`config.mk`:
```
export PLATFORM = sky130hd
export DESIGN_NAME = ptest_sqchk
export DESIGN_NICKNAME = d
export VERILOG_FILES = /design/src/hw/rtl/ptest_pkg.sv /design/src/hw/rtl/ptest_sqchk.sv
export SDC_FILE = /design/constraint.sdc
export NUM_CORES = 2
export LEC_CHECK = 0
export CELL_PAD_IN_SITES_DETAIL_PLACEMENT = 0
export CELL_PAD_IN_SITES_GLOBAL_PLACEMENT = 1
export CORE_MARGIN = 3
export CORE_UTILIZATION = 41
export DETAILED_ROUTE_END_ITERATION = 8
export DONT_BUFFER_PORTS = 1
export GPL_ROUTABILITY_DRIVEN = 0
export GPL_TIMING_DRIVEN = 0
export PLACE_DENSITY = 0.77
export SETUP_SLACK_MARGIN = 0.5
export SLEW_MARGIN = 20
export SYNTH_ARGS = -nofsm -noshare
export SYNTH_HDL_FRONTEND = slang
export SYNTH_SLANG_ARGS = --single-unit
```
`constraint.sdc`:
```
create_clock -name clk -period 19.9 [get_ports clk]
set_input_delay 4.975 -clock clk [delete_from_list [all_inputs] [get_ports clk]]
set_output_delay 4.975 -clock clk [all_outputs]
set_load 0.05 [all_outputs]
```
`src/hw/rtl/ptest_pkg.sv`:
```
// shared types and modular helper functions for the primality tester
package ptest_pkg;

  typedef struct packed {
    logic        go;
    logic [63:0] a;
    logic [63:0] b;
    logic [63:0] m;
  } mul_req_t;

  typedef struct packed {
    logic        done;
    logic [63:0] p;
  } mul_rsp_t;

  typedef struct packed {
    logic        go;
    logic [63:0] x;
    logic [63:0] m;
  } mod_req_t;

  typedef struct packed {
    logic        done;
    logic [63:0] rem;
  } mod_rsp_t;

  typedef struct packed {
    logic        go;
    logic [63:0] n;
  } sq_req_t;

  typedef struct packed {
    logic done;
    logic is_sq;
  } sq_rsp_t;

  // (x + y) mod m for x, y < m
  function automatic logic [63:0] add_mod(input logic [63:0] x, input logic [63:0] y,
                                          input logic [63:0] m);
    logic [65:0] s;
    logic [65:0] t;
    s = {2'b00, x} + {2'b00, y};
    t = s - {2'b00, m};
    return t[65] ? s[63:0] : t[63:0];
  endfunction

  // x / 2 mod odd m, x < m
  function automatic logic [63:0] half_mod(input logic [63:0] x, input logic [63:0] m);
    logic [63:0] h;
    h = {1'b0, x[63:1]};
    return x[0] ? h + {1'b0, m[63:1]} + 64'd1 : h;
  endfunction

endpackage

```
`src/hw/rtl/ptest_sqchk.sv`:
```
// perfect square check by bitwise integer square root on a 32x32 multiplier
module ptest_sqchk import ptest_pkg::*; (
  input  logic    clk,
  input  logic    rst,
  input  sq_req_t req,
  output sq_rsp_t rsp
);

  logic        busy;
  logic        done;
  logic        phase;
  logic        fin;
  logic        is_sq;
  logic [63:0] n;
  logic [31:0] r;
  logic [31:0] mask;
  logic [31:0] trial;
  logic [63:0] prod;

  assign trial = r | mask;

  always_ff @(posedge clk) begin
    if (rst) begin
      busy <= 1'b0;
      done <= 1'b0;
    end else begin
      done <= 1'b0;
      if (req.go) begin
        n     <= req.n;
        r     <= 32'd0;
        mask  <= 32'h8000_0000;
        phase <= 1'b0;
        fin   <= 1'b0;
        busy  <= 1'b1;
      end else if (busy) begin
        if (!fin) begin
          if (!phase) begin
            prod  <= {32'd0, trial} * {32'd0, trial};
            phase <= 1'b1;
          end else begin
            if (prod <= n) begin
              r <= trial;
            end
            mask  <= {1'b0, mask[31:1]};
            phase <= 1'b0;
            if (mask[0]) begin
              fin <= 1'b1;
            end
          end
        end else begin
          if (!phase) begin
            prod  <= {32'd0, r} * {32'd0, r};
            phase <= 1'b1;
          end else begin
            is_sq <= (prod == n);
            done  <= 1'b1;
            busy  <= 1'b0;
          end
        end
      end
    end
  end

  assign rsp.done  = done;
  assign rsp.is_sq = is_sq;

endmodule
```
==> results.toml <==
[layout]
areaGrowthSynthToFinish_pct = 5.47
fillCellCount = 15800
final_layout_size_suffix_gt1_share_pct = 2.41
seqCellArea_mm2 = 0.00587
multi_input_comb_area_mm2 = 0.0522
finish.net_count = 9375

[synthesis]
synthesis.area_per_instance_um2 = 9.48
primary_flip_flop_cell_chosen_by_synthesis_mapping = "edfxtp_1"
post_synth_num_cell_types = 89
post_synthesis_register_bit_count = 196
syn_area_mm2 = 0.0668
net_count_synth = 9344
post_synth_inst_count = 7053
yosysSeqAreaShare_pct = 8.78
yosysWarningCount = 0
synth_enable_flop_cells = 194
synthArstFlopShare_pct = 0

[floorplanning]
die_y_um = 410
core-area_mm2 = 0.161
dieArea_mm2 = 0.168
row_count = 147
ios = 69
chipWidth_um = 410
start_util_pct = 41.4

[worst_setup_path]
most_frequent_cp_cell = "fa_1"
r2r_setup_slack_ns = 8.42
crit_path_start_kind = "flop"
critical-path-max-stage-delay_ns = 0.82
crit_fanout = 10
timing.critical_path.arrival_ns = 11.67
critical_path.reg2reg.startpoint = "r[15]"
setup.worst_path.class = "reg2reg"
timing.rr.end = "prod[63]"
cp_slowest_cell = "buf_1"
required_time_worst_endpoint_ns = 20.08
critical_path.top_delay_family = "adder cells"
r2r.worst_path.cells = 29
critical_path_buf_inv_count = 7
end_kind = "flop"

[min_path]
min_delay_path_depth = 1
min-delay-start = "mask[13]"
worstHoldPathType = "reg2reg"
hold-path-endpoint = "mask[12]"

[clocking]
ctsResizeCount = 0
ctsRootBufferMaster = "clkbuf_16"
holdBufCountCts = 0
cts_tree = "yes"
clock_tree.buffer_depth = 2
htreeDepth = 4
clock_latency_ns = 0.48
numCtsBuffers = 17
number_of_clock_sinks = 196
clk_pin_slew_worst_paths_ns = 0.08
cts_post_setup_buffers_inserted = 0

[drt]
first_pass_iters = 6
wl_per_cell_um = 24.3
antenna_violating_nets_post_route = 0
detail_route.iter0.violations = 4223
routed_via_density = 5.26
num_vias = 48800
routed_wirelength_um = 225000
drc = 0

[grt]
grt_antenna_before_repair = 15
vias_in_the_first_global_route = 53500
wire_length_of_the_first_global_routing_pass_um = 340000
globalRouteOverflowTotal = 0
total_routing_usage_gr_pct = 27.4
grt_start_max_net_pins = 32

[status]
status = "completed"

[timing]
timing.final.crit_period_ns = 11.48
slew_viol_final = 0
grt_setup_unrepaired = "no"
timing.slew.headroom_pct = 12.0
totalNegativeSetupSlack_ns = 0
timing.final.crit_share_pct = 57.7
f_max_mhz = 87.1
worst_slew_pin_slew_ns = 1.32
finalSetupViolCount = 0
hold_viol_final = 0
finClkSkew_ns = 0.0197

[flow_run]
maxCapViolations = 0

[place]
place.port_buffers = 0
post-dp-hpwl_um = 191000
-- metrics by stage --
stage          worst slack (ns)  instances  utilization, %  hold slack (ns)  instance area, um2
3_5_place_dp               8.58       9224            43.3            0.550               69800
3_3_place_gp               6.58       9213            43.1            0.510               69500
4_1_cts                    8.54       9256            43.7            0.578               70500
6_report                   8.42       9264            43.7            0.574               70500
5_1_grt                    8.14       9257            43.7            0.591               70500
2_1_floorplan              9.94       7053               -            0.455               66800
-- registers in the layout, indices dropped and copies added, names as in the netlist --
name / cells
phase: 1
done: 1
mask: 32
n: 64
is_sq: 1
fin: 1
r: 32
busy: 1
prod: 63
-- cell usage after synthesis, types with 15 or more instances --
library cell | number | share of area, %
nor2_1 | 452 | 2.5
nand3_1 | 40 | 0.30
or2_2 | 29 | 0.27
nand2_1 | 639 | 3.6
fa_1 | 1599 | 48
and2_1 | 194 | 1.8
clkbuf_1 | 230 | 1.3
inv_1 | 2051 | 12
ha_1 | 625 | 12
o21ai_0 | 92 | 0.69
o21bai_1 | 29 | 0.33
xor2_1 | 66 | 0.86
a21o_1 | 106 | 1.2
buf_1 | 17 | 0.095
a31oi_1 | 15 | 0.14
nor3_1 | 24 | 0.18
nand4_1 | 47 | 0.44
edfxtp_1 | 194 | 8.7
xnor2_1 | 95 | 1.2
buf_2 | 16 | 0.12
a21oi_1 | 190 | 1.4
and3_1 | 18 | 0.17
a211oi_1 | 15 | 0.17
nor2b_1 | 57 | 0.53
-- layer usage --
metal | global-route usage [%] | wire, um | up-vias
met2 | 43.1 | 102000 | 2390
met3 | 6.16 | 22500 | 561
met4 | 15.0 | 15200 | 6
met5 | 0 | 46 | -
met1 | 35.1 | 85100 | 24900
li1 | - | - | 20900
-- cell type report --
type,instances,share of cell area (%)
Clock buffer,17,0.604
Tap cell,2160,3.83
Sequential cell,196,8.32
Inverter,2059,11.0
Clock inverter,15,0.332
Multi-Input combinational cell,4528,74.1
Timing Repair Buffer,12,0.286
Antenna cell,7,0.0249
Buffer,270,1.55
-- placed cells by master (no fill, tap or decap), types with 56 or more instances in the layout --
cell type	n
inv_1	2051
fa_1	1599
nand2_1	639
ha_1	625
nor2_1	448
clkbuf_1	207
and2_1	194
edfxtp_1	194
a21oi_1	190
a21o_1	106
xnor2_1	95
o21ai_0	92
xor2_1	66
nor2b_1	56
-- worst register-to-register path, delay by kind of cell, from the launching register on --
family	cells	cell delay (ns)
AND/OR/NAND/NOR	5	1.20
buffers and inverters	7	2.72
AO/OA/AOI/OAI	8	2.39
adder cells (fa/ha/maj)	9	4.32
flip-flops	1	0.58
-- cells by family (layout without fill, tap and decap cells) --
kind of cell             Yosys count  in the layout  synth area share, %
buffers and inverters           2329           2373                 13.2
adder cells (fa/ha/maj)         2224           2224                 59.6
AND/OR/NAND/NOR                 1548           1548                 10.4
AO/OA/AOI/OAI                    576            576                 5.70
flip-flops                       196            196                 8.78
XOR/XNOR                         161            161                 2.11
multiplexers                      19             19                0.296
other                              0              7                    0
-- worst max-delay path by stage --
stage | depth (start not counted) | slack (ns) | to | from
after detailed placement | 29 | 8.58 | prod[63] | r[15]
final | 29 | 8.42 | prod[63] | r[15]
after floorplan | 5 | 9.94 | r[0] | req[64]
after CTS | 29 | 8.54 | prod[63] | r[15]
after global routing | 30 | 8.14 | prod[62] | r[15]
after global placement | 5 | 6.58 | r[22] | req[64]
Power is left out: the tool's default activity adds up to more than one toggle a clock period on the data nets, which glitch-free logic cannot reach.
