===== src/hw/rtl/ptest_pkg.sv =====
// shared types and modular helper functions for the primality tester
package ptest_pkg;

  typedef struct packed {
    logic        go;
    logic [63:0] a;
    logic [63:0] b;
    logic [63:0] m;
  } mul_req_t;

  typedef struct packed {
    logic        done;
    logic [63:0] p;
  } mul_rsp_t;

  typedef struct packed {
    logic        go;
    logic [63:0] x;
    logic [63:0] m;
  } mod_req_t;

  typedef struct packed {
    logic        done;
    logic [63:0] rem;
  } mod_rsp_t;

  typedef struct packed {
    logic        go;
    logic [63:0] n;
  } sq_req_t;

  typedef struct packed {
    logic done;
    logic is_sq;
  } sq_rsp_t;

  // (x + y) mod m for x, y < m
  function automatic logic [63:0] add_mod(input logic [63:0] x, input logic [63:0] y,
                                          input logic [63:0] m);
    logic [65:0] s;
    logic [65:0] t;
    s = {2'b00, x} + {2'b00, y};
    t = s - {2'b00, m};
    return t[65] ? s[63:0] : t[63:0];
  endfunction

  // x / 2 mod odd m, x < m
  function automatic logic [63:0] half_mod(input logic [63:0] x, input logic [63:0] m);
    logic [63:0] h;
    h = {1'b0, x[63:1]};
    return x[0] ? h + {1'b0, m[63:1]} + 64'd1 : h;
  endfunction

endpackage


===== src/hw/rtl/ptest_mulmod.sv =====
// bit-serial modular multiplier, one multiplier bit per cycle
module ptest_mulmod import ptest_pkg::*; (
  input  logic     clk,
  input  logic     rst,
  input  mul_req_t req,
  output mul_rsp_t rsp
);

  logic        busy;
  logic        done;
  logic [5:0]  cnt;
  logic [63:0] a;
  logic [63:0] b;
  logic [63:0] m;
  logic [63:0] acc;
  logic [63:0] acc_next;
  logic [65:0] s;
  logic [65:0] t1;
  logic [65:0] t2;

  // 2*acc + bit*a stays below 3m, so one of three candidates is in range
  always_comb begin
    s  = {1'b0, acc, 1'b0} + (b[63] ? {2'b00, a} : 66'd0);
    t1 = s - {2'b00, m};
    t2 = s - {1'b0, m, 1'b0};
    if (!t2[65]) begin
      acc_next = t2[63:0];
    end else if (!t1[65]) begin
      acc_next = t1[63:0];
    end else begin
      acc_next = s[63:0];
    end
  end

  always_ff @(posedge clk) begin
    if (rst) begin
      busy <= 1'b0;
      done <= 1'b0;
    end else begin
      done <= 1'b0;
      if (req.go) begin
        a    <= req.a;
        b    <= req.b;
        m    <= req.m;
        acc  <= 64'd0;
        cnt  <= 6'd0;
        busy <= 1'b1;
      end else if (busy) begin
        acc <= acc_next;
        b   <= {b[62:0], 1'b0};
        cnt <= cnt + 6'd1;
        if (cnt == 6'd63) begin
          busy <= 1'b0;
          done <= 1'b1;
        end
      end
    end
  end

  assign rsp.done = done;
  assign rsp.p    = acc;

  a_mul_reduced: assert property (@(posedge clk) disable iff (rst) done |-> acc < m)
    else $error("modular product not reduced");

endmodule


===== config.mk =====
export PLATFORM = sky130hd
export DESIGN_NAME = ptest_mulmod
export DESIGN_NICKNAME = d
export VERILOG_FILES = /design/src/hw/rtl/ptest_pkg.sv /design/src/hw/rtl/ptest_mulmod.sv
export SDC_FILE = /design/constraint.sdc
export NUM_CORES = 1
export LEC_CHECK = 0
export BUFFER_PORTS_ARGS = -buffer_cell sky130_fd_sc_hd__buf_2
export CAP_MARGIN = 0
export CORE_MARGIN = 10
export CORE_UTILIZATION = 65
export DETAILED_ROUTE_END_ITERATION = 16
export PLACE_DENSITY_LB_ADDON = 0.1
export SETUP_SLACK_MARGIN = 0.3
export SYNTH_ARGS = -nofsm -noshare
export SYNTH_HDL_FRONTEND = slang
export SYNTH_SLANG_ARGS = --single-unit

===== constraint.sdc =====
create_clock -name clk -period 23 [get_ports clk]
set_clock_uncertainty 0.1 [all_clocks]
set_input_delay 2.3 -clock clk [delete_from_list [all_inputs] [get_ports clk]]
set_output_delay 2.3 -clock clk [all_outputs]
set_load 0.01 [all_outputs]

==> run metrics, run 1 <==
initial antenna violation count=4; initial core utilization=66.36%; synthesized flop and latch total=264; Max Freq=110.0 MHz; Synth async-reset ratio=0%; Reg2Reg Setup Slack=13.91 ns; status=finished, final reports clean; Clock Path Buffers=3; GRT Total Usage=31.73%; Critical Path End Type=register; cell chosen for the clock root=clkbuf_16; largest net degree at the start of global routing=81; drt total wl=67480 um; register area share after synthesis=36.44%; hpwl dp=51370 um; Yosys warning total=0; max_cap viols=0; critical path arrival=9.33 ns; vias=19310; share of cells above drive strength 1=15.92%; min cycle time layout=9.088 ns; Clock H-tree levels=1; WL/cell=22.64 um; die area=0.04110 mm^2; Yosys cell types=83; post-synthesis cell area=0.02170 mm^2; RSZ-0062 raised after global routing=no; CP Max Fanout=80; Period Utilization, post-route=39.51%; Hold Crit Class=register to register; gr ovfl total=0; postcts setup bufs=0; worst skew pair latency=0.60 ns; setup TNS=0 ns; final setup violation count=0; cts hold-fix bufs=0; register clock-pin slew on the reported worst setup and hold paths=0.06 ns; Setup Crit Path Kind=register to register; CTS tree=built; Max Slew Vio Count=0; Synth area leader=edfxtp_1; Yosys top cell area share=36.25%; Via density=6.477; Slew Limit Headroom=22.55%; Syn Area/Cell=9.383 um^2; critical path launch point type=register; Worst Path Required=23.24 ns; final hold vios=0; Post-DRT Antenna Nets=0; first-pass GRT wire length=105200 um; DRT iter0 DRCs=2030; syn nets=2703; I/O Buffers=259; vias in the first global route=19030; die width=202.7 um; area delta synth->final=11.90%; dominant synthesized flop cell=edfxtp_1; Num CTS Buffers=30; Post-synth EDFFs=262; commonest non-fill, non-tap cell in the layout=edfxtp_1; commonest cells after routing, fill and taps aside=edfxtp_1, buf_2, a21oi_1, ha_1, nand2_1; clock net sink count=264; # IOs=260; Placer Congestion=0.9888; Core ar.=0.03270 mm^2; DR pass1 iterations=7; fin nets=2904; Cells after Synth=2313; cts repair resizes=0; DRC viols=0; slew at the pin closest to its max-slew limit=1.147 ns; die height=202.7 um; Slowest-stage cell, CP=xor2_4; top post-synthesis cells by area=edfxtp_1, ha_1, a21oi_1; crit-path max cell delay=0.86 ns; num rows=66
logic make-up after synthesis:
kind of cell,count (synthesis),synth area share (%)
AO/OA/AOI/OAI,743,21.56
AND/OR/NAND/NOR,594,13.44
flip-flops,264,36.44
buffers and inverters,215,3.915
adder cells (fa/ha/maj),195,11.35
XOR/XNOR,179,7.259
multiplexers,123,6.042
flip-flops by register name, summed over array words and instances (netlist names):
register,flops
m,64
acc,64
busy,1
cnt,6
done,1
a,64
b,64
metal layers:
layer / track usage [%] / up-vias / share of wire (%)
li1: - / 9051 / -
met1: 40.80 / 9055 / 41
met2: 52.12 / 1058 / 46
met3: 7.531 / 139 / 10
met4: 9.486 / 4 / 3.0
met5: 0 / - / 0.031
through the flow:
step / setup WS, ns / hold slack, ns / std cells / instance area [um^2] / utilization, %
after floorplan: 13.54 / 0.3536 / 2313 / 21700 / -
after global placement: 14.43 / 0.3692 / 2924 / 23260 / 71.13
after detailed placement: 14.17 / 0.3952 / 2924 / 23260 / 71.13
after CTS: 14.15 / 0.4369 / 2980 / 24280 / 74.25
after global routing: 13.28 / 0.4506 / 2980 / 24280 / 74.25
final: 13.91 / 0.4364 / 2981 / 24280 / 74.26
cell type report:
type / instances / area (um^2)
antenna: 1 / 2.502
clock buffer: 38 / 820.8
clock inverter: 18 / 201.4
fill: 2441 / 8417
inverter: 114 / 427.9
multi-input combinational: 1834 / 12990
sequential: 264 / 7908
tap: 442 / 553.0
timing repair buffer: 270 / 1381
Yosys cell counts, types with 6 or more instances:
| library cell | instances |
|---|---|
| a211o_1 | 7 |
| a211oi_1 | 23 |
| a21o_1 | 96 |
| a21oi_1 | 250 |
| a221o_1 | 8 |
| a221oi_1 | 13 |
| a31oi_1 | 24 |
| and2_1 | 75 |
| and3_1 | 30 |
| buf_2 | 10 |
| clkbuf_1 | 81 |
| edfxtp_1 | 262 |
| ha_1 | 192 |
| inv_1 | 114 |
| mux2_2 | 64 |
| mux2i_1 | 59 |
| nand2_1 | 158 |
| nand2b_1 | 17 |
| nand3_1 | 62 |
| nand4_1 | 39 |
| nor2_1 | 131 |
| nor2b_1 | 20 |
| nor3_1 | 30 |
| o211ai_1 | 11 |
| o21a_1 | 25 |
| o21ai_0 | 157 |
| o21ai_1 | 9 |
| o21bai_1 | 37 |
| o31ai_1 | 11 |
| or3_1 | 6 |
| xnor2_1 | 103 |
| xor2_1 | 75 |
critical path, delay by kind of cell, from the launching register on:
kind	cells	cell delay [ns]
AO/OA/AOI/OAI	17	4.70
buffers and inverters	2	1.26
XOR/XNOR	2	1.21
adder cells (fa/ha/maj)	2	0.67
AND/OR/NAND/NOR	3	0.45
flip-flops	1	0.33
final timing paths:
path / start / endpoint / cells after the start
setup / recovery: b[63]$_DFFE_PP_ / acc[56]$_SDFFCE_PP0P_ / 26
hold / removal: busy$_SDFF_PP0_ / done$_SDFF_PP0_ / 1
setup reg to reg: b[63]$_DFFE_PP_ / acc[56]$_SDFFCE_PP0P_ / 26
hold reg to reg: busy$_SDFF_PP0_ / done$_SDFF_PP0_ / 1
Power of run 1 is left out: the tool's default activity adds up to more than one toggle a clock period on the data nets, which glitch-free logic cannot reach.
==> run 2, diff against run 1 <==
CORE_UTILIZATION = 54   (was 65)
clock period = 7.4 ns   (was 23 ns; I/O delays follow)
==> run 2 against run 1 <==
- setup slack worse by 13 ns
- sequential share of layout area down 1.4 points
- hold slack worse by 0.23 ns
- routed wire length up 3.8%
- critical path type unchanged
- critical endpoint is now acc[5]$_SDFFCE_PP0P_
==> run metrics, run 2 (same netlist as run 1, synthesis figures left out) <==
Filler cells=3413; DRT iter0 DRCs=1803; I/O Buffers=259; RSZ-0062 raised after global routing=no; Hold Crit Class=input port to register; die height=220.5 um; gr ovfl total=0; # IOs=260; worst skew pair latency=0.61 ns; CTS tree=built; Reg2Reg Setup Slack=0.59 ns; clock net sink count=264; register clock-pin slew on the reported worst setup and hold paths=0.07 ns; Critical Path End Type=register; vias in the first global route=19080; drt total wl=70050 um; initial antenna violation count=3; critical path launch point type=register; largest net degree at the start of global routing=73; hold_sp=req[140]; Slew Limit Headroom=34.32%; crit-path max cell delay=0.41 ns; final non-filler cell total=3151; DRC viols=0; final hold vios=0; Clock Path Buffers=3; Multi-input gate area=0.01319 mm^2; Via density=6.143; RR Startpoint=b[63]$_DFFE_PP_; most used cell, CP=buf_4; Hold EP=a[12]$_DFFE_PP_; DP Area=0.02411 mm^2; fin nets=2993; Post-DRT Antenna Nets=0; final setup violation count=0; RR Endpoint=acc[5]$_SDFFCE_PP0P_; FF-to-FF path depth=29; Period Utilization, post-route=92.02%; status=finished, final reports clean; Seq. cell area=0.007908 mm^2; hpwl dp=55390 um; Core ar.=0.03973 mm^2; Num CTS Buffers=31; cell chosen for the clock root=clkbuf_16; vias=19360; area delta synth->final=16.96%; critical path arrival=7.06 ns; Worst Path Required=7.65 ns; Placer Congestion=1.003; number of cells after detailed placement=3090; cts hold-fix bufs=0; post-route cell area=0.02538 mm^2; Max Freq=146.9 MHz; final hold slack=0.2027 ns; min cycle time layout=6.809 ns; die width=220.5 um; CP Max Fanout=26; GRT Total Usage=27.90%; WL/cell=22.23 um; first-pass GRT wire length=107000 um; num rows=73; max_cap viols=0; DR pass1 iterations=7; Max Slew Vio Count=0; commonest non-fill, non-tap cell in the layout=edfxtp_1; share of cells above drive strength 1=19.85%; commonest cells after routing, fill and taps aside=edfxtp_1, buf_2, a21oi_1, ha_1, nand2_1; initial core utilization=54.62%; Hold Crit Depth=1; Setup Crit Path Kind=register to register; die area=0.04861 mm^2; Clock H-tree levels=1; Slowest-stage cell, CP=a221o_1; slew at the pin closest to its max-slew limit=0.9853 ns
run 2: cell types whose count changed in the layout (fill, tap and decap cells not counted), moves of 3 or more:
cell      change
a21oi_1       -3
a21oi_2       +3
buf_12       +10
buf_4        +78
clkbuf_1      +4
clkinv_2      -4
ha_1          -3
o21ai_0       -8
o21ai_1       +5
o21ai_2       +3
xnor2_1       -4
xnor2_2       +4
run 2: what timing repair did:
item                                    in CTS  in global routing
gates resized for setup                      4                 42
pin swaps                                    1                  4
endpoints found under the setup margin      64                 64
gates cloned                                 0                  0
buffers inserted                             3                  2
run 2: worst max-delay path: cells and delay by family (launching register included):
kind                       cells  cell delay [ns]
adders and majority gates      2             0.71
and+or+nand+nor                5             0.77
AOI/OAI and AO/OA             13             2.93
xor gates and xnor gates       2             0.33
buffers and inverters          6             1.10
muxes                          1             0.20
DFF                            1             0.39
run 2: metrics by stage:
| stage | setup slack, ns | TNS, ns | util, % |
|---|---|---|---|
| finish | 0.5906 | 0 | 63.89 |
| global route | 0.2914 | 0 | 63.88 |
| CTS | 0.3590 | 0 | 63.39 |
| detailed placement | -0.02409 | -0.02409 | 60.69 |
| global placement | 0.08632 | 0 | 60.69 |
| floorplan | 1.210 | 0 | - |
run 2: metal layers:
metal  up-vias  part of all wire (%)  track usage (%)
met4         2                   3.1            7.989
met3       130                   9.5            6.445
met2       819                    45            44.82
met5         -                 0.010                0
li1       9214                     -                -
met1      9192                    42            37.01
run 2: how the worst max path moves through the flow:
stage                     from                    end  slack [ns]  depth (start not counted)
6_report       b[63]$_DFFE_PP_   acc[5]$_SDFFCE_PP0P_        0.59                         29
3_3_place_gp   b[63]$_DFFE_PP_  acc[56]$_SDFFCE_PP0P_        0.09                         27
4_1_cts        b[63]$_DFFE_PP_  acc[56]$_SDFFCE_PP0P_        0.36                         28
2_1_floorplan  b[63]$_DFFE_PP_  acc[50]$_SDFFCE_PP0P_        1.21                         28
5_1_grt        b[63]$_DFFE_PP_  acc[62]$_SDFFCE_PP0P_        0.29                         29
3_5_place_dp   b[63]$_DFFE_PP_  acc[56]$_SDFFCE_PP0P_       -0.02                         27
run 2: area by class of cell:
type,instances,share of cell area [%]
multi-input cells,1834,51.97
flip-flops and latches,264,31.15
repair buffers,358,8.537
clock buffers,41,3.283
well taps,525,2.588
inverters,114,1.686
clock inverters,14,0.7739
diodes,1,0.009859
Power of run 2 is left out for the same reason.
==> run 3, diff against run 2 <==
clock period = 6.2 ns   (was 7.4 ns; I/O delays follow)
==> run 3 against run 2 <==
- the run now ends with negative setup slack left
- via count increased by 12%
- routed wire length increased by 12%
- global-route usage grew 3.2 points
- utilization increased by 11 points
- final cell count increased by 14%
- count of clock-buffer cells in the layout fell by 9
- setup slack worse by 0.77 ns
- non-clock buffer count grew 428
- critical path depth stayed put
- largest cell class unchanged
==> run metrics, run 3 (same netlist as run 1, synthesis figures left out) <==
Worst Path Required=6.42 ns; Max Freq=156.7 MHz; die height=220.5 um; Clock H-tree levels=1; Multi-input gate area=0.01410 mm^2; DRT iter0 DRCs=2233; setup TNS=-5.625 ns; crit-path max cell delay=0.51 ns; Placer Congestion=1.003; CTS tree=built; cell chosen for the clock root=clkbuf_16; cts hold-fix bufs=0; share of cells above drive strength 1=35.67%; max_cap viols=0; final hold slack=0.09436 ns; num rows=73; critical path launch point type=register; initial antenna violation count=3; Filler cells=2870; register clock-pin slew on the reported worst setup and hold paths=0.07 ns; first-pass GRT wire length=119600 um; clock net sink count=264; critical path arrival=6.60 ns; Clock Path Buffers=3; Num CTS Buffers=30; commonest cells after routing, fill and taps aside=buf_4, edfxtp_1, buf_2, a21oi_1, ha_1; GRT Total Usage=31.08%; Setup Crit Path Kind=register to register; DRC viols=0; most used cell, CP=buf_12; status=finished, violations left; fin nets=3420; Critical path origin=b[63]$_DFFE_PP_; Post-DRT Antenna Nets=0; Seq. cell area=0.007908 mm^2; Core ar.=0.03973 mm^2; RSZ-0062 raised after global routing=yes; Critical Path End Type=register; I/O Buffers=259; CP Max Fanout=15; vias in the first global route=21340; slew at the pin closest to its max-slew limit=0.9441 ns; area delta synth->final=37.47%; Via density=6.063; min cycle time layout=6.382 ns; post-route setup slack=-0.1822 ns; gr ovfl total=0; final hold vios=0; hold_sp=req[2]; hpwl dp=58670 um; antenna diode count=0; largest net degree at the start of global routing=119; Max Slew Vio Count=0; Hold Crit Class=input port to register; die width=220.5 um; initial core utilization=54.62%; Slew Limit Headroom=37.06%; final setup violation count=62; DR pass1 iterations=6; WL/cell=21.88 um; Period Utilization, post-route=102.9%; Slowest-stage cell, CP=o41a_1; worst skew pair latency=0.60 ns; RR Startpoint=b[63]$_DFFE_PP_; vias=21700; # IOs=260; commonest non-fill, non-tap cell in the layout=buf_4; drt total wl=78290 um; die area=0.04861 mm^2; violated checks=negative setup slack; final core occ=75.09%
==> run 3: final cells by class <==
type                       count  share of cell area (%)
multi-input combinational   1834                   47.27
sequential                   264                   26.50
timing repair buffer         786                   18.90
clock buffer                  32                   2.541
tap                          525                   2.202
inverter                     114                   1.434
clock inverter                23                   1.149
==> run 3: critical path: cells and delay by family, from the launching register on <==
kind	cells	cell delay [ns]
xor gates and xnor gates	2	0.25
AOI/OAI and AO/OA	8	1.95
and+or+nand+nor	8	1.25
muxes	1	0.27
DFF	1	0.39
buffers and inverters	8	1.24
adders and majority gates	2	0.60
==> run 3: path summary, 6_finish.rpt <==
path / to / cells past startpoint / slack (ns)
setup reg to reg: acc[18]$_SDFFCE_PP0P_ / 29 / -0.18
hold reg to reg: done$_SDFF_PP0_ / 1 / 0.43
setup / recovery: acc[18]$_SDFFCE_PP0P_ / 29 / -0.18
hold / removal: m[2]$_DFFE_PP_ / 1 / 0.09
==> run 3: metal layers <==
layer  global-route usage, %  part of all wire [%]
met1                   40.95                    41
met5                       0                 0.029
met4                   10.73                   4.0
met2                   50.45                    46
met3                   5.817                   8.8
==> run 3: what timing repair did <==
item	4_1_cts	5_1_grt
endpoints found under the setup margin	64	64
pin swaps	109	42
gates resized for setup	196	57
buffers inserted	53	3
cloned	6	1
==> run 3: metrics by stage <==
step                      instances  setup WS, ns  area, um^2
after global placement         3460       -0.6902       26880
after CTS                      3574        0.1019       29510
after detailed placement       3460       -0.7567       26880
after global routing           3578       -0.3150       29830
final                          3578       -0.1822       29830
after floorplan                2313        0.3034       21750
Power of run 3 is left out for the same reason.
