## config.mk

```make
export PLATFORM = sky130hd
export DESIGN_NAME = ptest_modrem
export DESIGN_NICKNAME = d
export VERILOG_FILES = /design/src/hw/rtl/ptest_pkg.sv /design/src/hw/rtl/ptest_modrem.sv
export SDC_FILE = /design/constraint.sdc
export NUM_CORES = 1
export LEC_CHECK = 0
export BUFFER_PORTS_ARGS = -buffer_cell sky130_fd_sc_hd__buf_2
export CAP_MARGIN = 30
export CORE_ASPECT_RATIO = 0.5
export CORE_MARGIN = 2
export CORE_UTILIZATION = 60
export DETAILED_ROUTE_END_ITERATION = 6
export PLACE_DENSITY = 0.84
export SYNTH_ARGS = -nofsm -noshare
export SYNTH_HDL_FRONTEND = slang
export SYNTH_SLANG_ARGS = --single-unit
```

## constraint.sdc

```tcl
create_clock -name clk -period 18.7 [get_ports clk]
set_input_delay 3.74 -clock clk [delete_from_list [all_inputs] [get_ports clk]]
set_output_delay 3.74 -clock clk [all_outputs]
set_load 0.05 [all_outputs]
```

## src/hw/rtl/ptest_pkg.sv

```systemverilog
// shared types and modular helper functions for the primality tester
package ptest_pkg;

  typedef struct packed {
    logic        go;
    logic [63:0] a;
    logic [63:0] b;
    logic [63:0] m;
  } mul_req_t;

  typedef struct packed {
    logic        done;
    logic [63:0] p;
  } mul_rsp_t;

  typedef struct packed {
    logic        go;
    logic [63:0] x;
    logic [63:0] m;
  } mod_req_t;

  typedef struct packed {
    logic        done;
    logic [63:0] rem;
  } mod_rsp_t;

  typedef struct packed {
    logic        go;
    logic [63:0] n;
  } sq_req_t;

  typedef struct packed {
    logic done;
    logic is_sq;
  } sq_rsp_t;

  // (x + y) mod m for x, y < m
  function automatic logic [63:0] add_mod(input logic [63:0] x, input logic [63:0] y,
                                          input logic [63:0] m);
    logic [65:0] s;
    logic [65:0] t;
    s = {2'b00, x} + {2'b00, y};
    t = s - {2'b00, m};
    return t[65] ? s[63:0] : t[63:0];
  endfunction

  // x / 2 mod odd m, x < m
  function automatic logic [63:0] half_mod(input logic [63:0] x, input logic [63:0] m);
    logic [63:0] h;
    h = {1'b0, x[63:1]};
    return x[0] ? h + {1'b0, m[63:1]} + 64'd1 : h;
  endfunction

endpackage

```

## src/hw/rtl/ptest_modrem.sv

```systemverilog
// restoring remainder unit, one dividend bit per cycle
module ptest_modrem import ptest_pkg::*; (
  input  logic     clk,
  input  logic     rst,
  input  mod_req_t req,
  output mod_rsp_t rsp
);

  logic        busy;
  logic        done;
  logic [5:0]  cnt;
  logic [63:0] x;
  logic [63:0] m;
  logic [63:0] rem;
  logic [65:0] diff;

  assign diff = {1'b0, rem, x[63]} - {2'b00, m};

  always_ff @(posedge clk) begin
    if (rst) begin
      busy <= 1'b0;
      done <= 1'b0;
    end else begin
      done <= 1'b0;
      if (req.go) begin
        x    <= req.x;
        m    <= req.m;
        rem  <= 64'd0;
        cnt  <= 6'd0;
        busy <= 1'b1;
      end else if (busy) begin
        rem <= diff[65] ? {rem[62:0], x[63]} : diff[63:0];
        x   <= {x[62:0], 1'b0};
        cnt <= cnt + 6'd1;
        if (cnt == 6'd63) begin
          busy <= 1'b0;
          done <= 1'b1;
        end
      end
    end
  end

  assign rsp.done = done;
  assign rsp.rem  = rem;

  a_rem_range: assert property (@(posedge clk) disable iff (rst)
    done |-> (m == 64'd0 || rem < m))
    else $error("remainder not below divisor");

endmodule

```

==> results of run 1 <==
[logic make-up (layout without fill, tap and decap cells)]
group,count (synthesis),in the layout
multiplexers,64,64
flip-flops,200,200
AND/OR/NAND/NOR,301,301
XOR/XNOR,61,61
adder cells (fa/ha/maj),66,66
buffers and inverters,132,312
AO/OA/AOI/OAI,300,300
[cell type report]
cell class              count  area share [%]
inverters                  77            2.08
multi-input cells         792            40.1
well taps                 266            2.39
clock buffers              17            3.06
flip-flops and latches    200            43.0
clock inverters            15            1.47
repair buffers            203            7.84
[flip-flops by register name, indices dropped and copies added (netlist names)]
name / count
m: 64
rem: 64
x: 64
cnt: 6
busy: 1
done: 1
[per-stage QoR]
step	hold WS [ns]	worst slack [ns]	utilization, %	power, uW	std cells
2_1_floorplan	0.454	7.81	-	898	1124
3_5_place_dp	0.487	12.05	67.3	989	1536
3_3_place_gp	0.483	12.15	67.2	977	1535
4_1_cts	0.498	12.56	70.6	1380	1568
5_1_grt	0.497	12.56	70.8	1440	1570
6_report	0.495	12.71	70.8	1380	1570
[layout by cell type, fill, tap and decap left out, drive strengths merged, types with 10 or more instances in the layout]
cell type / synthesis / final
clkbuf: 29 / 17
nand2: 151 / 151
a211oi: 22 / 22
nand4: 15 / 15
buf: 26 / 203
a21oi: 132 / 132
nand3: 17 / 17
nor3: 10 / 10
a21o: 30 / 30
o21ai: 50 / 50
o21bai: 14 / 14
xor2: 25 / 25
edfxtp: 198 / 198
mux2: 63 / 63
ha: 65 / 65
inv: 77 / 83
xnor2: 36 / 36
nor2: 66 / 66
[report_power, final]
| part | internal, uW | leakage, uW | switching, uW |
|---|---|---|---|
| Sequential | 541 | 0.00191 | 20.3 |
| Combinational | 151 | 0.00352 | 274 |
| Clock | 205 | 0.000298 | 189 |
[layer usage]
metal  vias up  track usage [%]  routed length [um]  share of wire, %
li1       4417                -                   -                 -
met1      4340             36.1               12600                44
met2       299             43.3               13400                47
met3        33             9.30                2350               8.2
met4         2             8.27                 375               1.3
met5         -                0                  13             0.045
[worst paths after layout]
check                                            from               endpoint  slack, ns  cells past startpoint
worst min register to register        busy$_SDFF_PP0_        done$_SDFF_PP0_       0.50                      1
worst min-delay path                  busy$_SDFF_PP0_        done$_SDFF_PP0_       0.50                      1
worst max-delay path                         req[128]        m[34]$_DFFE_PP_      12.71                      4
worst max register to register  rem[11]$_SDFFCE_PP0P_  rem[52]$_SDFFCE_PP0P_      14.31                     11
==> results.json, run 1 <==
{
  "slew_headroom_pct": 47.0,
  "synth-main-ff-cell": "edfxtp_1",
  "status": "completed",
  "vias": 9091,
  "rsz0062_at_grt": "false",
  "crit_family": "buffers and inverters",
  "grt_pass1_vias": 9140,
  "drc": 0,
  "worstPathCellList": "buf_4 -> inv_1 -> nor2_4 -> buf_4",
  "synth_top_cell_by_area": "edfxtp_1",
  "yosys_warnings": 0,
  "die-area_um2": 21500,
  "synth_edf_count": 198,
  "crit_slowest_cell": "nor2_4",
  "tns_ns": 0,
  "setup_viol": 0,
  "syn_nets": 1321,
  "synth_area_per_cell_um2": 10.8,
  "cp_common_cell": "buf_4",
  "clockBufferDepth": 2,
  "crit_arrival_ns": 6.09,
  "grtUsageTotal_pct": 27.5,
  "initial_core_util_pct": 61.8,
  "root_buffer": "clkbuf_16",
  "crit_path_start_kind": "primary input",
  "slowest_delay_ns": 0.72,
  "grt_first_pass_wirelength_mm": 45.6,
  "crit_buf_inv": 3,
  "seqCellArea_um2": 5990,
  "cts_tree": "done",
  "cts_resized": 0,
  "overflow": 0,
  "worstMarginPinSlew_ns": 0.794,
  "firstDrtPassIters": 6,
  "critPathKind": "primary input to flop",
  "yosys.area_share.simple_pct": 11.2,
  "clkLatencyLatePin_ns": 0.47,
  "synth_area_leaders": "edfxtp_1, ha_1, mux2_2",
  "synth_common_cells": "edfxtp_1, nand2_1, a21oi_1",
  "max-vdd-ir-drop_v": 0.0000847,
  "finalHoldViolations": 0,
  "seq_area_frac_synth_pct": 49.3,
  "gp_congestion": 0.907,
  "nNetsFinal": 1488,
  "viasPerCell": 5.79,
  "io_buffers": 195,
  "dpl_cell_area_um2": 13200,
  "grt_max_degree": 80,
  "cp-end-kind": "flop",
  "dp_hpwl_mm": 20.8,
  "drive_gt1_share_pct": 28.9,
  "yosysMostFrequentCell": "edfxtp_1",
  "fillers": 1494,
  "clkTransAtPathRegs_ns": 0.08,
  "synth_compound_area_share_pct": 17.5,
  "cts.hold.buffers_added": 0,
  "finClkSkew_ns": 0.0185,
  "area_growth_pct": 14.5,
  "synth_xor_area_share_pct": 4.40,
  "synth_fa_ha_area_share_pct": 6.86,
  "stdcell_area_um2": 13900,
  "htree_levels": 4,
  "drv_cap": 0,
  "required_ns": 18.79,
  "clkSinkCount": 200,
  "antennaDiodeCount": 0,
  "antenna_found_initial": 1,
  "synth_cell_types": 70,
  "synthMuxAreaShare_pct": 5.92,
  "drt_iter0_drc": 674,
  "cts_buffers": 17,
  "max_clock_freq_mhz": 167,
  "synth-async-reset-ratio_pct": 0,
  "antenna_left": 0,
  "synth_top_family_by_area": "compound AO/OA/AOI/OAI gates",
  "synthCells": 1124,
  "hold_class": "flop to flop",
  "min_period_ns": 5.99,
  "ys_ff_latch": 200,
  "die_w_um": 205,
  "drv_slew": 0,
  "p_per_area_nw_per_um2": 99.3,
  "wl_per_cell_um": 18.3,
  "period_share_pct": 32.0,
  "multi_input_area_um2": 5580,
  "ios": 196,
  "syn_area_um2": 12100,
  "die_h_um": 105,
  "wl_mm": 28.8,
  "fp.coreArea_um2": 19600,
  "cts_setup_buffers": 0,
  "yosys.area.top_type_share_pct": 49.0,
  "cp_max_fo": 55,
  "rows": 36,
  "p_leak_uw": 0.00573
}
Note: power is estimated with default switching activity, not from simulation.
==> run 2: changes to the inputs <==
--- a/config.mk
+++ b/config.mk
@@ -5,13 +5,14 @@
 export SDC_FILE = /design/constraint.sdc
 export NUM_CORES = 1
 export LEC_CHECK = 0
+export ABC_AREA = 1
 export BUFFER_PORTS_ARGS = -buffer_cell sky130_fd_sc_hd__buf_2
 export CAP_MARGIN = 30
 export CORE_ASPECT_RATIO = 0.5
 export CORE_MARGIN = 2
-export CORE_UTILIZATION = 60
+export CORE_UTILIZATION = 59
 export DETAILED_ROUTE_END_ITERATION = 6
-export PLACE_DENSITY = 0.84
+export PLACE_DENSITY = 0.81
 export SYNTH_ARGS = -nofsm -noshare
 export SYNTH_HDL_FRONTEND = slang
 export SYNTH_SLANG_ARGS = --single-unit
==> constraint.sdc (replaced) <==
create_clock -name clk -period 5.6 [get_ports clk]
set_input_delay 1.12 -clock clk [delete_from_list [all_inputs] [get_ports clk]]
set_output_delay 1.12 -clock clk [all_outputs]
set_load 0.05 [all_outputs]
==> results.json, run 2 <==
{
  "synth_common_cells": "nand2_1, inv_1, nor2_1",
  "synth-async-reset-ratio_pct": 0,
  "mostFrequentLayoutCell": "nand2_1",
  "stdcell_count": 2689,
  "cts_resized": 0,
  "rr_worst_depth": 12,
  "gp_congestion": 1.05,
  "wl_per_cell_um": 15.1,
  "root_buffer": "clkbuf_16",
  "drt_iter0_drc": 1425,
  "synth_compound_area_share_pct": 2.21,
  "setup_ws_ns": 2.18,
  "grt_max_degree": 73,
  "synth_edf_count": 198,
  "tns_ns": 0,
  "drc": 0,
  "yosys_warnings": 0,
  "die_w_um": 227,
  "cts.hold.buffers_added": 0,
  "drive_gt1_share_pct": 11.7,
  "vias": 13700,
  "p_per_area_nw_per_um2": 285,
  "reg_top3": "m: 64 flops, rem: 64 flops, x: 64 flops",
  "initial_core_util_pct": 60.6,
  "cts_tree": "done",
  "wl_mm": 40.5,
  "rsz0062_at_grt": "false",
  "r2r_end": "rem[42]$_SDFFCE_PP0P_",
  "drv_cap": 0,
  "period_share_pct": 61.1,
  "grtUsageTotal_pct": 31.8,
  "grt_pass1_vias": 12100,
  "cp-end-kind": "flop",
  "io_buffers": 195,
  "layout_common_cells": "nand2_1, inv_1, nor2_1",
  "clkTransAtPathRegs_ns": 0.08,
  "grt.busiest_layer": "met1",
  "viasPerCell": 5.08,
  "rows": 40,
  "max_clock_freq_mhz": 292,
  "firstDrtPassIters": 6,
  "die-area_um2": 26200,
  "syn_area_um2": 14700,
  "antenna_left": 0,
  "worstMarginPinSlew_ns": 1.02,
  "r2r_start": "rem[49]$_SDFFCE_PP0P_",
  "slew_headroom_pct": 31.8,
  "synth_xor_area_share_pct": 1.85,
  "synth_area_leaders": "edfxtp_1, nand2_1, inv_1",
  "use_met1_pct": 48.0,
  "yosys.area_share.simple_pct": 35.9,
  "crit_path_start_kind": "flop",
  "syn_nets": 2355,
  "cp-endpoint": "rem[42]$_SDFFCE_PP0P_",
  "overflow": 0,
  "synth_area_per_cell_um2": 6.80,
  "synth_top_cell_by_area": "edfxtp_1",
  "critPathKind": "flop to flop",
  "ys_ff_latch": 200,
  "cts_setup_buffers": 0,
  "nNetsFinal": 2535,
  "clkSinkCount": 200,
  "ios": 196,
  "yosys.area.top_type_share_pct": 40.5,
  "cp_max_fo": 36,
  "clockBufferDepth": 2,
  "htree_levels": 4,
  "seq_area_frac_synth_pct": 40.8,
  "max-vdd-ir-drop_v": 0.000232,
  "yosysMostFrequentCell": "nand2_1",
  "finClkSkew_ns": 0.0116,
  "clkLatencyLatePin_ns": 0.48,
  "synth_cell_types": 34,
  "fp.coreArea_um2": 24200,
  "grt_first_pass_wirelength_mm": 63.2,
  "area_growth_pct": 12.3,
  "setup_viol": 0,
  "die_h_um": 116,
  "required_ns": 5.83,
  "dp_hpwl_mm": 31.6,
  "min_period_ns": 3.42,
  "status": "completed",
  "drv_slew": 0,
  "gr-usage-met2_pct": 44.6,
  "placedCellCount": 2655,
  "antenna_found_initial": 5,
  "synthCells": 2158,
  "cts_buffers": 17,
  "synthMuxAreaShare_pct": 0,
  "finalHoldViolations": 0,
  "use_met3_pct": 9.13,
  "dp_slack_ns": 2.25,
  "crit_start": "rem[49]$_SDFFCE_PP0P_",
  "p_leak_uw": 0.00927,
  "hold_class": "flop to flop",
  "synth_fa_ha_area_share_pct": 5.68,
  "synth-main-ff-cell": "edfxtp_1",
  "reg2reg_setup_slack_ns": 2.18,
  "synth_top_family_by_area": "simple AND/OR/NAND/NOR gates",
  "crit_arrival_ns": 3.65
}
-- run 2: changes by cell type in the layout (fill, tap and decap cells not counted), moves of 16 or more --
cell     before  now
a21o_1       30    0
nor2_1       64  237
nand2_1     140  869
o21ai_0      41    7
nand3_1      17  109
mux2_2       63    0
xnor2_1      36    1
a21oi_2      41    0
a21oi_1      91   49
inv_1        77  459
nand3_2       0   16
-- run 2: per-stage QoR --
step	hold slack, ns	util, %	instance area (um2)	total power [uW]
2_1_floorplan	0.480	-	14700	3040
3_3_place_gp	0.490	65.6	15900	3440
3_5_place_dp	0.498	65.6	15900	3460
4_1_cts	0.516	68.0	16500	4670
5_1_grt	0.533	68.0	16500	4950
6_report	0.515	68.0	16500	4690
-- run 2: how the worst min path moves through the flow --
| stage | from | end | cells past startpoint |
|---|---|---|---|
| floorplan | busy$_SDFF_PP0_ | done$_SDFF_PP0_ | 2 |
| CTS | x[2]$_DFFE_PP_ | x[3]$_DFFE_PP_ | 2 |
| global route | x[8]$_DFFE_PP_ | x[9]$_DFFE_PP_ | 2 |
| detailed placement | x[2]$_DFFE_PP_ | x[3]$_DFFE_PP_ | 2 |
| finish | x[4]$_DFFE_PP_ | x[5]$_DFFE_PP_ | 2 |
| global placement | x[59]$_DFFE_PP_ | x[60]$_DFFE_PP_ | 2 |
-- run 2: logic make-up (layout without fill, tap and decap cells) --
group,after synthesis,count (layout)
AO/OA/AOI/OAI,61,61
XOR/XNOR,31,31
adder cells (fa/ha/maj),66,66
buffers and inverters,506,698
flip-flops,200,200
other,0,3
AND/OR/NAND/NOR,1294,1294
-- run 2: final cells by class --
type | instances | area (um2)
fillers | 2198 | 7750
multi-input cells | 1452 | 6720
flip-flops and latches | 200 | 5990
inverters | 464 | 1740
repair buffers | 203 | 1040
clock buffers | 18 | 429
well taps | 336 | 420
clock inverters | 13 | 135
diodes | 3 | 7.51
-- run 2: where the power goes --
group / switching [uW] / internal, uW / leakage (uW)
clock: 631 / 590 / 0.000272
combinational: 1130 / 474 / 0.00708
sequential: 59.3 / 1800 / 0.00192
total: 1820 / 2870 / 0.00927
-- run 2: routing by layer --
| layer | up-vias | share of wire (%) |
|---|---|---|
| li1 | 6900 | - |
| met1 | 6078 | 46 |
| met3 | 60 | 13 |
| met2 | 626 | 39 |
| met4 | 6 | 1.6 |
| met5 | - | 0.10 |
-- run 2: worst max-delay path: stages (launching register included) --
cell      delay [ns]
edfxtp_1        0.45
ha_1            0.41
nand2_1         0.11
nand2_1         0.08
a21oi_1         0.20
nor2_1          0.09
o21bai_1        0.20
nand3_2         0.15
inv_2           0.61
buf_4           0.50
nand3_1         0.14
nand2_1         0.11
nor2_1          0.06
==> run 3: changes to the inputs <==
--- a/config.mk
+++ b/config.mk
@@ -5,14 +5,14 @@
 export SDC_FILE = /design/constraint.sdc
 export NUM_CORES = 1
 export LEC_CHECK = 0
-export ABC_AREA = 1
+export ABC_AREA = 0
 export BUFFER_PORTS_ARGS = -buffer_cell sky130_fd_sc_hd__buf_2
 export CAP_MARGIN = 30
 export CORE_ASPECT_RATIO = 0.5
 export CORE_MARGIN = 2
-export CORE_UTILIZATION = 59
+export CORE_UTILIZATION = 58
 export DETAILED_ROUTE_END_ITERATION = 6
-export PLACE_DENSITY = 0.81
+export PLACE_DENSITY = 0.82
 export SYNTH_ARGS = -nofsm -noshare
 export SYNTH_HDL_FRONTEND = slang
 export SYNTH_SLANG_ARGS = --single-unit
==> constraint.sdc (replaced) <==
create_clock -name clk -period 3.2 [get_ports clk]
set_input_delay 0.64 -clock clk [delete_from_list [all_inputs] [get_ports clk]]
set_output_delay 0.64 -clock clk [all_outputs]
set_load 0.05 [all_outputs]
==> results.json, run 3 (same netlist as run 1, synthesis figures left out) <==
{
  "dpl_cell_area_um2": 14400,
  "die_w_um": 209,
  "die-area_um2": 22200,
  "drv_cap": 0,
  "cp_common_cell": "buf_6",
  "cts_buffers": 17,
  "period_share_pct": 106,
  "slowest_delay_ns": 0.46,
  "hold_class": "primary input to flop",
  "drive_gt1_share_pct": 45.0,
  "crit_arrival_ns": 3.69,
  "post-route-util_pct": 78.4,
  "grt_max_degree": 112,
  "crit_slowest_cell": "edfxtp_1",
  "stdcell_area_um2": 16100,
  "worstMarginPinSlew_ns": 0.733,
  "p_leak_uw": 0.00669,
  "crit_path_start_kind": "flop",
  "cp-end-kind": "flop",
  "firstDrtPassIters": 5,
  "wl_per_cell_um": 20.2,
  "io_buffers": 195,
  "ios": 196,
  "required_ns": 3.51,
  "critPathKind": "flop to flop",
  "root_buffer": "clkbuf_16",
  "nNetsFinal": 1635,
  "whs_ns": 0.351,
  "max-vdd-ir-drop_v": 0.000389,
  "antenna_left": 0,
  "antenna_found_initial": 0,
  "clkLatencyLatePin_ns": 0.46,
  "initial_core_util_pct": 59.1,
  "htree_levels": 4,
  "vias": 10200,
  "finClkSkew_ns": 0.0147,
  "wl_mm": 34.8,
  "area_growth_pct": 32.7,
  "max_clock_freq_mhz": 296,
  "cp_max_fo": 4,
  "clkTransAtPathRegs_ns": 0.08,
  "mostFrequentLayoutCell": "edfxtp_1",
  "grt_pass1_vias": 10300,
  "power_frac_clock_pct": 24.2,
  "grtUsageTotal_pct": 30.2,
  "setup_ws_ns": -0.181,
  "min_period_ns": 3.38,
  "grt_first_pass_wirelength_mm": 52.2,
  "clkSinkCount": 200,
  "seqPwrFrac_pct": 37.0,
  "cts_tree": "done",
  "gp_congestion": 0.929,
  "drt_iter0_drc": 788,
  "violations": "negative setup slack",
  "p_int_uw": 5730,
  "layout_common_cells": "edfxtp_1, buf_2, buf_4",
  "antennaDiodeCount": 0,
  "viasPerCell": 5.93,
  "p_per_area_nw_per_um2": 552,
  "drv_slew": 0,
  "p_switching_uw": 3170,
  "fp.coreArea_um2": 20600,
  "rsz0062_at_grt": "true",
  "finalHoldViolations": 0,
  "drc": 0,
  "clockBufferDepth": 2,
  "dp_hpwl_mm": 23.5,
  "status": "finished with violations",
  "worstPathCellList": "ha_4 -> nand2_2 -> nor2_4 -> o21ai_1 -> a211o_1 -> or3_4 -> o211ai_4 -> a221oi_4 -> buf_6 -> o21a_4 -> buf_6 -> or3b_4 -> a21oi_2",
  "p_sw_share_pct": 35.6,
  "reg_top3": "m: 64 flops, rem: 64 flops, x: 64 flops",
  "rows": 37,
  "slew_headroom_pct": 51.0,
  "die_h_um": 106,
  "setup_viol": 63,
  "p_comb_share_pct": 38.8,
  "cts.hold.buffers_added": 0,
  "overflow": 0
}
## run 3: metal layers
| metal | routed length, um | part of all wire (%) | vias to the layer above | track usage, % |
|---|---|---|---|---|
| met5 | 0 | 0 | - | 0 |
| met4 | 624 | 1.8 | 0 | 8.57 |
| met3 | 2570 | 7.4 | 66 | 7.95 |
| met2 | 17200 | 49 | 410 | 51.9 |
| met1 | 14400 | 41 | 5008 | 38.0 |
| li1 | - | - | 4735 | - |
## run 3: critical path, delay by kind of cell, from the launching register on
kind,cells,cell delay [ns]
AO/OA/AOI/OAI,6,1.11
AND/OR/NAND/NOR,4,1.06
flip-flops,1,0.46
adder cells (fa/ha/maj),1,0.33
buffers and inverters,2,0.28
## run 3: repair_timing
action                     4_1_cts  5_1_grt
resized for setup               36      117
pin swaps                        9       58
setup endpoints to repair       63       64
cloned                           2        8
setup buffers                    7       18
hold endpoints to repair         0        0
## run 3: cell type report
type,instances,area (um2)
Sequential cell,200,5990
Tap cell,273,342
Multi-Input combinational cell,792,6430
Inverter,77,289
Clock buffer,20,437
Timing Repair Buffer,350,2510
Fill cell,1310,4440
Clock inverter,12,125
## run 3: path summary, 6_finish.rpt
path | startpoint | end | depth (start not counted) | slack [ns]
max | rem[29]$_SDFFCE_PP0P_ | rem[47]$_SDFFCE_PP0P_ | 13 | -0.18
max reg2reg | rem[29]$_SDFFCE_PP0P_ | rem[47]$_SDFFCE_PP0P_ | 13 | -0.18
min reg2reg | busy$_SDFF_PP0_ | done$_SDFF_PP0_ | 1 | 0.53
min | req[21] | m[21]$_DFFE_PP_ | 1 | 0.35
## run 3: power groups by stage
stage          Clock, uW  Combinational (uW)  Sequential, uW
2_1_floorplan          0                1700            3620
3_3_place_gp           0                2790            3330
3_5_place_dp           0                2840            3340
4_1_cts             2180                3030            3290
5_1_grt             2260                3680            3320
6_report            2150                3450            3300
## run 3: metrics by stage
step	setup TNS [ns]	setup slack, ns	power (uW)	std cells
finish	-6.07	-0.181	8900	1724
global route	-9.88	-0.232	9260	1724
CTS	-0.102	-0.0474	8490	1700
detailed placement	-2.88	-0.166	6180	1659
global placement	-0.290	-0.155	6110	1659
floorplan	-37.95	-0.271	5330	1124
